### src/sv/assert_macros.svh
// Assertion helpers; the enclosing module must provide clk_i and rst_ni.
`ifndef ASSERT_MACROS_SVH
`define ASSERT_MACROS_SVH

// Same-cycle implication, off during reset.
`define HFSL_ASSERT_IMP(lbl, ante, cons, msg) \
  lbl: assert property (@(posedge clk_i) disable iff (!rst_ni) (ante) |-> (cons)) \
    else $error(msg);

// Next-cycle implication, off during reset.
`define HFSL_ASSERT_NXT(lbl, ante, cons, msg) \
  lbl: assert property (@(posedge clk_i) disable iff (!rst_ni) (ante) |=> (cons)) \
    else $error(msg);

`endif

### src/sv/hfsl_pkg.sv
package hfsl_pkg;

  localparam int HEAD_W = 16;
  localparam int VEL_W  = 16;
  localparam int CFG_W  = 15;
  localparam int SQ_W   = 31;
  localparam int THR_W  = 2 * CFG_W;
  // CORDIC datapath: |v| * 2^14 * sqrt(2) * gain stays below 2^31
  localparam int XY_W   = 32;
  localparam int PRESCALE = 14;

  localparam int DEF_ANGLE_BITS   = 16;
  localparam int DEF_CORDIC_STEPS = 16;
  localparam int DEF_QUEUE_DEPTH  = 4;

  localparam logic [CFG_W-1:0] DEF_FOLLOW_SPEED = 15'd300;
  localparam logic [CFG_W-1:0] DEF_STEP_LIMIT   = 15'd218;
  localparam logic [THR_W-1:0] DEF_SPEED_SQ     = 30'd90000;

  localparam int CFG_IDX_W = 2;
  localparam logic [CFG_IDX_W-1:0] REG_FOLLOW_SPEED = 2'd0;
  localparam logic [CFG_IDX_W-1:0] REG_STEP_LIMIT   = 2'd1;

  typedef enum logic [1:0] {
    KIND_HOLD   = 2'd0,
    KIND_FOLLOW = 2'd1,
    KIND_SEED   = 2'd2
  } kind_e;

  typedef struct packed {
    kind_e                   kind;
    logic [HEAD_W-1:0]       heading;
    logic signed [VEL_W-1:0] north;
    logic signed [VEL_W-1:0] east;
  } item_t;

  typedef struct packed {
    logic [THR_W-1:0] speed_sq;
    logic [CFG_W-1:0] step_limit;
  } cfg_t;

  // atan(2^-i) as a fraction of a turn, scaled by 2^32
  function automatic logic [31:0] atan_turn(input logic [4:0] idx);
    logic [31:0] r;
    case (idx)
      5'd0:  r = 32'h20000000;
      5'd1:  r = 32'h12E4051E;
      5'd2:  r = 32'h09FB385B;
      5'd3:  r = 32'h051111D4;
      5'd4:  r = 32'h028B0D43;
      5'd5:  r = 32'h0145D7E1;
      5'd6:  r = 32'h00A2F61E;
      5'd7:  r = 32'h00517C55;
      5'd8:  r = 32'h0028BE53;
      5'd9:  r = 32'h00145F2F;
      5'd10: r = 32'h000A2F98;
      5'd11: r = 32'h000517CC;
      5'd12: r = 32'h00028BE6;
      5'd13: r = 32'h000145F3;
      5'd14: r = 32'h0000A2FA;
      5'd15: r = 32'h0000517D;
      5'd16: r = 32'h000028BE;
      5'd17: r = 32'h0000145F;
      5'd18: r = 32'h00000A30;
      5'd19: r = 32'h00000518;
      5'd20: r = 32'h0000028C;
      5'd21: r = 32'h00000146;
      5'd22: r = 32'h000000A3;
      5'd23: r = 32'h00000051;
      default: r = 32'h0;
    endcase
    return r;
  endfunction

endpackage

### src/sv/heading_follow_slew_limiter.sv
// Channel   | Handshake                  | Payload
// ----------+----------------------------+------------------------------------------
// input     | push / full                | seed, seed_heading, velocity_valid/north/east
// result    | pop / empty                | commanded_heading, following
// config    | cfg_valid_i / cfg_ready_o  | cfg_index_i, cfg_data_i
//
// Input accepted every cycle while the front queue has room; the front registers the
// speed squares and classifies the item from them.
// Back end: a following item passes through pop, the iterations of the shared shift-add
// CORDIC, rounding and slew apply; hold and seed items go from pop straight to apply.
// With its single CORDIC unit the back end takes a new item only after the last is applied.
// Reset clears the heading to zero and the registers to 300 and 218; no clearing pass.
// A result held on the ports stalls the back end; the queue keeps the front accepting.
module heading_follow_slew_limiter #(
  parameter int ANGLE_BITS   = hfsl_pkg::DEF_ANGLE_BITS,
  parameter int CORDIC_STEPS = hfsl_pkg::DEF_CORDIC_STEPS,
  parameter int QUEUE_DEPTH  = hfsl_pkg::DEF_QUEUE_DEPTH
) (
  input  logic                                clk_i,
  input  logic                                rst_ni,
  input  logic                                push,
  output logic                                full,
  input  logic                                seed_i,
  input  logic signed [hfsl_pkg::HEAD_W-1:0]  seed_heading_i,
  input  logic                                velocity_valid_i,
  input  logic signed [hfsl_pkg::VEL_W-1:0]   velocity_north_i,
  input  logic signed [hfsl_pkg::VEL_W-1:0]   velocity_east_i,
  output logic                                empty,
  input  logic                                pop,
  output logic signed [hfsl_pkg::HEAD_W-1:0]  commanded_heading_o,
  output logic                                following_o,
  input  logic                                cfg_valid_i,
  output logic                                cfg_ready_o,
  input  logic [hfsl_pkg::CFG_IDX_W-1:0]      cfg_index_i,
  input  logic [hfsl_pkg::CFG_W-1:0]          cfg_data_i
);

  localparam int ITEM_W = $bits(hfsl_pkg::item_t);

  logic [hfsl_pkg::CFG_W-1:0] follow_speed_q, step_limit_q;
  logic [hfsl_pkg::THR_W-1:0] speed_sq_q;
  hfsl_pkg::cfg_t             cfg;
  hfsl_pkg::item_t            front_item, back_item;
  logic [ITEM_W-1:0]          q_rd_data;
  logic                       q_push, q_full, q_pop, q_empty;

  assign cfg_ready_o    = 1'b1;
  assign cfg.speed_sq   = speed_sq_q;
  assign cfg.step_limit = step_limit_q;

  always_ff @(posedge clk_i or negedge rst_ni) begin
    if (!rst_ni) begin
      follow_speed_q <= hfsl_pkg::DEF_FOLLOW_SPEED;
      step_limit_q   <= hfsl_pkg::DEF_STEP_LIMIT;
      speed_sq_q     <= hfsl_pkg::DEF_SPEED_SQ;
    end else begin
      speed_sq_q <= hfsl_pkg::THR_W'(follow_speed_q) * hfsl_pkg::THR_W'(follow_speed_q);
      if (cfg_valid_i && cfg_ready_o) begin
        case (cfg_index_i)
          hfsl_pkg::REG_FOLLOW_SPEED: follow_speed_q <= cfg_data_i;
          hfsl_pkg::REG_STEP_LIMIT:   step_limit_q   <= cfg_data_i;
          default: ;
        endcase
      end
    end
  end

  hfsl_front u_front (
    .clk_i            (clk_i),
    .rst_ni           (rst_ni),
    .push             (push),
    .full             (full),
    .seed_i           (seed_i),
    .seed_heading_i   (seed_heading_i),
    .velocity_valid_i (velocity_valid_i),
    .velocity_north_i (velocity_north_i),
    .velocity_east_i  (velocity_east_i),
    .cfg_i            (cfg),
    .q_push_o         (q_push),
    .q_full_i         (q_full),
    .q_item_o         (front_item)
  );

  hfsl_fifo #(
    .WIDTH (ITEM_W),
    .DEPTH (QUEUE_DEPTH)
  ) u_queue (
    .clk_i   (clk_i),
    .rst_ni  (rst_ni),
    .push_i  (q_push),
    .full_o  (q_full),
    .data_i  (front_item),
    .pop_i   (q_pop),
    .empty_o (q_empty),
    .data_o  (q_rd_data)
  );

  assign back_item = hfsl_pkg::item_t'(q_rd_data);

  hfsl_back #(
    .ANGLE_BITS   (ANGLE_BITS),
    .CORDIC_STEPS (CORDIC_STEPS)
  ) u_back (
    .clk_i               (clk_i),
    .rst_ni              (rst_ni),
    .cfg_i               (cfg),
    .q_empty_i           (q_empty),
    .q_pop_o             (q_pop),
    .q_item_i            (back_item),
    .empty               (empty),
    .pop                 (pop),
    .commanded_heading_o (commanded_heading_o),
    .following_o         (following_o)
  );

endmodule

### src/sv/hfsl_front.sv
module hfsl_front (
  input  logic                            clk_i,
  input  logic                            rst_ni,
  input  logic                            push,
  output logic                            full,
  input  logic                            seed_i,
  input  logic [hfsl_pkg::HEAD_W-1:0]     seed_heading_i,
  input  logic                            velocity_valid_i,
  input  logic signed [hfsl_pkg::VEL_W-1:0] velocity_north_i,
  input  logic signed [hfsl_pkg::VEL_W-1:0] velocity_east_i,
  input  hfsl_pkg::cfg_t                  cfg_i,
  output logic                            q_push_o,
  input  logic                            q_full_i,
  output hfsl_pkg::item_t                 q_item_o
);

  logic                              valid_q, valid_d;
  logic                              seed_q, vel_ok_q;
  logic [hfsl_pkg::HEAD_W-1:0]       heading_q;
  logic signed [hfsl_pkg::VEL_W-1:0] north_q, east_q;
  logic [hfsl_pkg::SQ_W-1:0]         north_sq_q, east_sq_q;
  logic signed [2*hfsl_pkg::VEL_W-1:0] north_prod, east_prod;
  logic [hfsl_pkg::SQ_W:0]           speed_sq;
  logic                              accept;

  assign full   = valid_q && q_full_i;
  assign accept = push && !full;

  assign north_prod = velocity_north_i * velocity_north_i;
  assign east_prod  = velocity_east_i * velocity_east_i;

  always_comb begin
    valid_d = valid_q;
    if (accept) begin
      valid_d = 1'b1;
    end else if (q_push_o) begin
      valid_d = 1'b0;
    end
  end

  always_ff @(posedge clk_i or negedge rst_ni) begin
    if (!rst_ni) begin
      valid_q <= 1'b0;
    end else begin
      valid_q <= valid_d;
    end
  end

  always_ff @(posedge clk_i) begin
    if (accept) begin
      seed_q     <= seed_i;
      vel_ok_q   <= velocity_valid_i;
      heading_q  <= seed_heading_i;
      north_q    <= velocity_north_i;
      east_q     <= velocity_east_i;
      north_sq_q <= north_prod[hfsl_pkg::SQ_W-1:0];
      east_sq_q  <= east_prod[hfsl_pkg::SQ_W-1:0];
    end
  end

  // classify: seed, follow (fast enough), or hold
  assign speed_sq = {1'b0, north_sq_q} + {1'b0, east_sq_q};
  assign q_push_o = valid_q && !q_full_i;

  always_comb begin
    q_item_o.heading = heading_q;
    q_item_o.north   = north_q;
    q_item_o.east    = east_q;
    if (seed_q) begin
      q_item_o.kind = hfsl_pkg::KIND_SEED;
    end else if (vel_ok_q && (speed_sq > (hfsl_pkg::SQ_W+1)'(cfg_i.speed_sq))) begin
      q_item_o.kind = hfsl_pkg::KIND_FOLLOW;
    end else begin
      q_item_o.kind = hfsl_pkg::KIND_HOLD;
    end
  end

endmodule

### src/sv/hfsl_fifo.sv
module hfsl_fifo #(
  parameter int WIDTH = 8,
  parameter int DEPTH = hfsl_pkg::DEF_QUEUE_DEPTH
) (
  input  logic             clk_i,
  input  logic             rst_ni,
  input  logic             push_i,
  output logic             full_o,
  input  logic [WIDTH-1:0] data_i,
  input  logic             pop_i,
  output logic             empty_o,
  output logic [WIDTH-1:0] data_o
);

  localparam int PTR_W = $clog2(DEPTH);
  localparam int CNT_W = $clog2(DEPTH + 1);
  localparam logic [PTR_W-1:0] LAST = PTR_W'(DEPTH - 1);

  logic [WIDTH-1:0] mem_q [DEPTH];
  logic [PTR_W-1:0] wr_ptr_q, wr_ptr_d, rd_ptr_q, rd_ptr_d;
  logic [CNT_W-1:0] count_q, count_d;
  logic             do_push, do_pop;

  assign full_o  = (count_q == CNT_W'(DEPTH));
  assign empty_o = (count_q == '0);
  assign do_push = push_i && !full_o;
  assign do_pop  = pop_i && !empty_o;
  assign data_o  = mem_q[rd_ptr_q];

  always_comb begin
    wr_ptr_d = wr_ptr_q;
    rd_ptr_d = rd_ptr_q;
    count_d  = count_q;
    if (do_push) begin
      wr_ptr_d = (wr_ptr_q == LAST) ? '0 : wr_ptr_q + PTR_W'(1);
    end
    if (do_pop) begin
      rd_ptr_d = (rd_ptr_q == LAST) ? '0 : rd_ptr_q + PTR_W'(1);
    end
    if (do_push && !do_pop) begin
      count_d = count_q + CNT_W'(1);
    end else if (do_pop && !do_push) begin
      count_d = count_q - CNT_W'(1);
    end
  end

  always_ff @(posedge clk_i or negedge rst_ni) begin
    if (!rst_ni) begin
      wr_ptr_q <= '0;
      rd_ptr_q <= '0;
      count_q  <= '0;
    end else begin
      wr_ptr_q <= wr_ptr_d;
      rd_ptr_q <= rd_ptr_d;
      count_q  <= count_d;
    end
  end

  always_ff @(posedge clk_i) begin
    if (do_push) begin
      mem_q[wr_ptr_q] <= data_i;
    end
  end

endmodule

### src/sv/hfsl_back.sv
module hfsl_back #(
  parameter int ANGLE_BITS   = hfsl_pkg::DEF_ANGLE_BITS,
  parameter int CORDIC_STEPS = hfsl_pkg::DEF_CORDIC_STEPS
) (
  input  logic                        clk_i,
  input  logic                        rst_ni,
  input  hfsl_pkg::cfg_t              cfg_i,
  input  logic                        q_empty_i,
  output logic                        q_pop_o,
  input  hfsl_pkg::item_t             q_item_i,
  output logic                        empty,
  input  logic                        pop,
  output logic signed [hfsl_pkg::HEAD_W-1:0] commanded_heading_o,
  output logic                        following_o
);

  `include "assert_macros.svh"

  localparam int XY_W  = hfsl_pkg::XY_W;
  localparam int HW    = hfsl_pkg::HEAD_W;
  localparam int CNT_W = $clog2(CORDIC_STEPS);
  localparam logic [CNT_W-1:0] LAST = CNT_W'(CORDIC_STEPS - 1);
  localparam int UP     = (ANGLE_BITS > HW) ? ANGLE_BITS - HW : 0;
  localparam int DOWN   = (ANGLE_BITS < HW) ? HW - ANGLE_BITS : 0;
  localparam int EXT_W  = ANGLE_BITS + DOWN;
  localparam int RND_SH = (UP > 0) ? UP - 1 : 0;
  localparam logic [EXT_W:0] HALF = (UP > 0) ? ((EXT_W+1)'(1) << RND_SH) : '0;
  localparam logic [32:0] A_RND = 33'(1) << (31 - ANGLE_BITS);

  typedef enum logic [3:0] {
    ST_IDLE  = 4'b0001,
    ST_RUN   = 4'b0010,
    ST_ROUND = 4'b0100,
    ST_APPLY = 4'b1000
  } state_e;

  state_e                   state_q, state_d;
  hfsl_pkg::kind_e          kind_q;
  logic [CNT_W-1:0]         cnt_q;
  logic signed [XY_W-1:0]   x_q, y_q, dx, dy, x_init, y_init;
  logic [ANGLE_BITS-1:0]    z_q, angle;
  logic [32:0]              angle_sum;
  logic [HW-1:0]            desired_q, held_q, diff, step, next_heading;
  logic [EXT_W-1:0]         z_ext;
  logic [EXT_W:0]           z_rnd;
  logic signed [HW:0]       diff_s, lim_s, clamped;
  logic                     out_valid_q, out_valid_d, apply_fire;

  assign q_pop_o    = (state_q == ST_IDLE) && !q_empty_i;
  assign apply_fire = (state_q == ST_APPLY) && (!out_valid_q || pop);

  // prescale by 2^14; the left half plane is folded into the right one when the item is loaded
  always_comb begin
    x_init = XY_W'(q_item_i.north) <<< hfsl_pkg::PRESCALE;
    y_init = XY_W'(q_item_i.east) <<< hfsl_pkg::PRESCALE;
  end

  assign dx        = y_q >>> cnt_q;
  assign dy        = x_q >>> cnt_q;
  assign angle_sum = {1'b0, hfsl_pkg::atan_turn(5'(cnt_q))} + A_RND;
  assign angle     = angle_sum[32-ANGLE_BITS +: ANGLE_BITS];

  // round the accumulator to a 16-bit angle, ties upward
  assign z_ext = EXT_W'(z_q) << DOWN;
  assign z_rnd = {1'b0, z_ext} + HALF;

  // wrapped difference, clamped to the per-tick step; a seed item takes its heading directly
  always_comb begin
    diff   = desired_q - held_q;
    diff_s = {diff[HW-1], diff};
    lim_s  = (HW+1)'(cfg_i.step_limit);
    clamped = diff_s;
    if (diff_s > lim_s) begin
      clamped = lim_s;
    end else if (diff_s < -lim_s) begin
      clamped = -lim_s;
    end
    step = clamped[HW-1:0];
    if (kind_q == hfsl_pkg::KIND_SEED) begin
      next_heading = desired_q;
    end else begin
      next_heading = held_q + step;
    end
  end

  always_comb begin
    state_d = state_q;
    case (state_q)
      ST_IDLE: begin
        if (!q_empty_i) begin
          state_d = (q_item_i.kind == hfsl_pkg::KIND_FOLLOW) ? ST_RUN : ST_APPLY;
        end
      end
      ST_RUN: begin
        if (cnt_q == LAST) begin
          state_d = ST_ROUND;
        end
      end
      ST_ROUND: state_d = ST_APPLY;
      ST_APPLY: begin
        if (apply_fire) begin
          state_d = ST_IDLE;
        end
      end
      default: state_d = ST_IDLE;
    endcase
  end

  assign out_valid_d = (out_valid_q && !pop) || apply_fire;

  always_ff @(posedge clk_i or negedge rst_ni) begin
    if (!rst_ni) begin
      state_q     <= ST_IDLE;
      out_valid_q <= 1'b0;
      held_q      <= '0;
    end else begin
      state_q     <= state_d;
      out_valid_q <= out_valid_d;
      if (apply_fire) begin
        held_q <= next_heading;
      end
    end
  end

  always_ff @(posedge clk_i) begin
    case (state_q)
      ST_IDLE: begin
        kind_q <= q_item_i.kind;
        cnt_q  <= '0;
        if (q_item_i.kind == hfsl_pkg::KIND_SEED) begin
          desired_q <= q_item_i.heading;
        end else begin
          desired_q <= held_q;
        end
        if (x_init[XY_W-1]) begin
          x_q <= -x_init;
          y_q <= -y_init;
          z_q <= ANGLE_BITS'(1) << (ANGLE_BITS - 1);
        end else begin
          x_q <= x_init;
          y_q <= y_init;
          z_q <= '0;
        end
      end
      ST_RUN: begin
        cnt_q <= cnt_q + CNT_W'(1);
        if (!y_q[XY_W-1] && (y_q != '0)) begin
          x_q <= x_q + dx;
          y_q <= y_q - dy;
          z_q <= z_q + angle;
        end else begin
          x_q <= x_q - dx;
          y_q <= y_q + dy;
          z_q <= z_q - angle;
        end
      end
      ST_ROUND: desired_q <= z_rnd[UP +: HW];
      default: ;
    endcase
    if (apply_fire) begin
      commanded_heading_o <= next_heading;
      following_o         <= (kind_q == hfsl_pkg::KIND_FOLLOW);
    end
  end

  assign empty = !out_valid_q;

  `HFSL_ASSERT_IMP(a_x_nonneg, state_q == ST_RUN, !x_q[XY_W-1], "CORDIC x went negative")
  `HFSL_ASSERT_NXT(a_run_end, (state_q == ST_RUN) && (cnt_q == LAST), state_q == ST_ROUND,
                   "CORDIC did not stop after last step")
  `HFSL_ASSERT_IMP(a_out_src, $rose(out_valid_q), $past(state_q == ST_APPLY),
                   "result appeared outside apply")

endmodule
### config.mk
export PLATFORM = sky130hd
export DESIGN_NAME = heading_follow_slew_limiter
export DESIGN_NICKNAME = d
export VERILOG_FILES = /design/src/sv/hfsl_pkg.sv /design/src/sv/heading_follow_slew_limiter.sv /design/src/sv/hfsl_front.sv /design/src/sv/hfsl_fifo.sv /design/src/sv/hfsl_back.sv
export VERILOG_INCLUDE_DIRS = /design/src /design/src/sv
export SDC_FILE = /design/constraint.sdc
export NUM_CORES = 2
export LEC_CHECK = 0
export BUFFER_PORTS_ARGS = -buffer_cell sky130_fd_sc_hd__buf_2
export CELL_PAD_IN_SITES_DETAIL_PLACEMENT = 1
export CELL_PAD_IN_SITES_GLOBAL_PLACEMENT = 1
export CORE_ASPECT_RATIO = 0.5
export CORE_MARGIN = 2
export CORE_UTILIZATION = 48
export DETAILED_ROUTE_END_ITERATION = 7
export GPL_ROUTABILITY_DRIVEN = 0
export HOLD_SLACK_MARGIN = 0.03
export PLACE_DENSITY = 0.75
export SLEW_MARGIN = 20
export SYNTH_ARGS = -nofsm -noshare
export SYNTH_HDL_FRONTEND = slang
export SYNTH_SLANG_ARGS = --single-unit
### constraint.sdc
create_clock -name clk_i -period 6.6 [get_ports clk_i]
set_input_delay 1.32 -clock clk_i [delete_from_list [all_inputs] [get_ports clk_i]]
set_output_delay 1.32 -clock clk_i [all_outputs]
set_load 0.01 [all_outputs]
==> flow_metrics.tcl <==
set metrics [dict create \
    tightest_slew_ns 1.115 \
    avgSynthCellArea_sq_um 10.34 \
    fill_cells 12610 \
    drc 0 \
    grt_pass1_vias 48850 \
    ys.flop_type "edfxtp_1" \
    cap_viol_max_count 0 \
    critPathArrivalTime_ns 7.54 \
    clkSlewWorstSetupHoldPaths_ns 0.07 \
    final.setup.tns_ns -2.733 \
    drt-wirelength-per-cell_um 22.68 \
    h-tree-depth 2 \
    design_area_sq_mm 0.06600 \
    synth_seq_cells 530 \
    final_layout_size_suffix_gt1_share_pct 20.21 \
    crit_fanout 8 \
    async_flop_share_pct 16.60 \
    hold_viol 0 \
    grt_use_total_pct 28.41 \
    holdWs_ns 0.5056 \
    netlist_instances 5465 \
    post_dp_cell_area_sq_mm 0.06283 \
    slew_headroom_pct 25.67 \
    vias 43940 \
    grt_remaining_overflow 0 \
    fin_cells 7696 \
    syn_nets 6618 \
    grt_start_max_net_pins 73 \
    yosysWarnings 0 \
    synth_edf_count 427 \
    seq_area_frac_synth_pct 27.17 \
    cts.sinks 530 \
    dr.pass1.iters 5 \
    initial_core_util_pct 48.72 \
    slowest_delay_ns 0.50 \
    postRouteAntennaNets 0 \
    hold_class "reg2reg" \
    fin_nets 7227 \
    drv_slew 0 \
    fin_skew_ns 0.03035 \
    finalCriticalPeriod_ns 7.004 \
    endpoint_kind "register" \
    areaGrowthSynthToFinish_pct 16.84 \
    grt_setup_unrepaired "true" \
    final_cell_mix "876 x inv_1, 616 x buf_4, 605 x fa_1" \
    die_width_um 489.1 \
    path_class "reg2reg" \
    io_pins 92 \
    rows 88 \
    numCtsBuffers 54 \
    hold_buffers 0 \
    grt_antenna_before_repair 5 \
    synth_top_cells_by_area "edfxtp_1 23%, fa_1 22%, ha_1 10%, inv_1 6.0%, mux4_2 4.0%" \
    syn_area_sq_mm 0.05649 \
    core_sq_mm 0.1159 \
    port_buffers 90 \
    max_freq_mhz 142.8 \
    crit_slowest_cell "or4b_4" \
    die_y_um 246.6 \
    clk_latency_ns 0.66 \
    vias_per_cell 5.709 \
    violations "negative setup slack" \
    grt_pass1_wl_um 270100 \
    status "complete, but fails checks" \
    dp_cells 7540 \
    period_share_pct 106.1 \
    final_common_cell "inv_1" \
    drt_iter0_drc 3066 \
    path_common_cell "a21o_1" \
    fin_ws_ns -0.4040 \
    cts_tree "built" \
    totalWireLength_um 174500 \
    finalSetupViolCount 14 \
    clockBufferDepth 3 \
    hpwlAfterDp_um 132400 \
    cts_root_buf "clkbuf_16" \
    synth_cell_types 101 \
    synth_top_area_cell "edfxtp_1" \
    start_kind "register" \
    die-area_sq_mm 0.1206 \
    cp_data_required_time_ns 7.13 \
    synth.top_cell.area_share_pct 22.70 \
    reg2reg_slack_ns -0.40 \
]
[cells by family after synthesis]
kind of cell | synth area share [%]
other | 0.006639
xor gates and xnor gates | 5.394
DFF | 27.17
and+or+nand+nor | 11.29
buffers and inverters | 7.445
muxes | 6.887
adders and majority gates | 32.10
AOI/OAI and AO/OA | 9.711
[synth_stat cells, types with 10 or more instances]
library cell / n
nor2_1: 338
xor2_1: 124
nand2b_1: 40
fa_1: 612
a21oi_1: 262
inv_1: 898
nor3_1: 65
or3_1: 22
o21bai_1: 34
dfrtp_1: 69
a31oi_1: 48
nor4_1: 28
dfstp_2: 19
mux2_2: 65
and2_1: 175
buf_1: 18
mux4_1: 14
buf_2: 16
a21o_1: 108
nor2b_1: 39
clkbuf_1: 123
o211ai_1: 21
o21a_1: 38
nand4_1: 29
xnor2_1: 222
mux4_2: 100
or2_2: 22
nand2_1: 418
ha_1: 469
a211oi_1: 28
nor3b_1: 10
o21ai_1: 15
mux2i_1: 49
nand3_1: 62
edfxtp_1: 427
o21ai_0: 187
o31ai_1: 21
and3_1: 32
dfxtp_1: 15
a2111oi_0: 11
[final timing paths]
kind | endpoint | start | depth (start not counted)
hold / removal | u_queue.mem_q[2][3] | u_front.east_q[3] | 0
min in group asynchronous | follow_speed_q[10] | rst_ni | 1
setup reg to reg | u_back.held_q[15] | u_back.held_q[0] | 36
setup / recovery | u_back.held_q[15] | u_back.held_q[0] | 36
hold reg to reg | u_queue.mem_q[2][3] | u_front.east_q[3] | 0
max in group asynchronous | u_queue.rd_ptr_q[0] | rst_ni | 2
[routing by layer]
metal	vias up	routed length, um	global-route usage, %
met5	-	59	0
met4	8	5196	7.525
met3	346	8961	3.422
met2	1196	86540	49.28
met1	22770	73790	37.72
li1	19610	-	-
[final cells by class]
cell class                 count  area (sq um)  share of cell area (%)
antenna                        1         2.502                0.003792
clock buffer                  69          1459                   2.211
multi-input combinational   3859         38030                   57.62
sequential                   530         15360                   23.27
timing repair buffer         726          5483                   8.308
clock inverter                33         295.3                  0.4474
tap                         1575          1971                   2.986
inverter                     903          3401                   5.153
[critical path, delay by kind of cell, from the launching register on]
kind            cells  cell delay, ns
mux                 1            0.29
fa+ha+maj           4            1.06
xor+xnor            1            0.29
simple gates        6            1.19
flops               1            0.44
buf+inv             5            0.69
compound gates     19            2.91
[metrics by stage]
| step | worst slack (ns) | utilization, % |
|---|---|---|
| 2_1_floorplan | -0.1917 | - |
| 3_3_place_gp | -0.6688 | 54.19 |
| 3_5_place_dp | -0.9540 | 54.19 |
| 4_1_cts | -0.09664 | 56.24 |
| 5_1_grt | -0.6155 | 56.92 |
| 6_report | -0.4040 | 56.92 |
[flip-flops by register name (all words and copies together) (netlist names), 3 cells and up, named ones only]
signal and flops:
follow_speed_q 15, u_back.cnt_q 4, u_back.x_q 32, u_back.commanded_heading_o 16
u_queue.count_q 3, u_back.state_q 4, u_front.north_sq_q 30, u_front.east_q 15
u_front.heading_q 16, u_back.desired_q 16, u_back.y_q 32, step_limit_q 15
u_back.held_q 16, u_back.z_ext 16, speed_sq_q 29, u_front.north_q 15
u_front.east_sq_q 30, u_queue.mem_q 200
[timing repair]
action,4_1_cts,5_1_grt
setup buffers,28,33
resized for setup,102,141
setup endpoints to repair,21,42
pin swaps,62,88
Power is left out: the tool's default activity adds up to more than one toggle a clock period on the data nets, which glitch-free logic cannot reach.
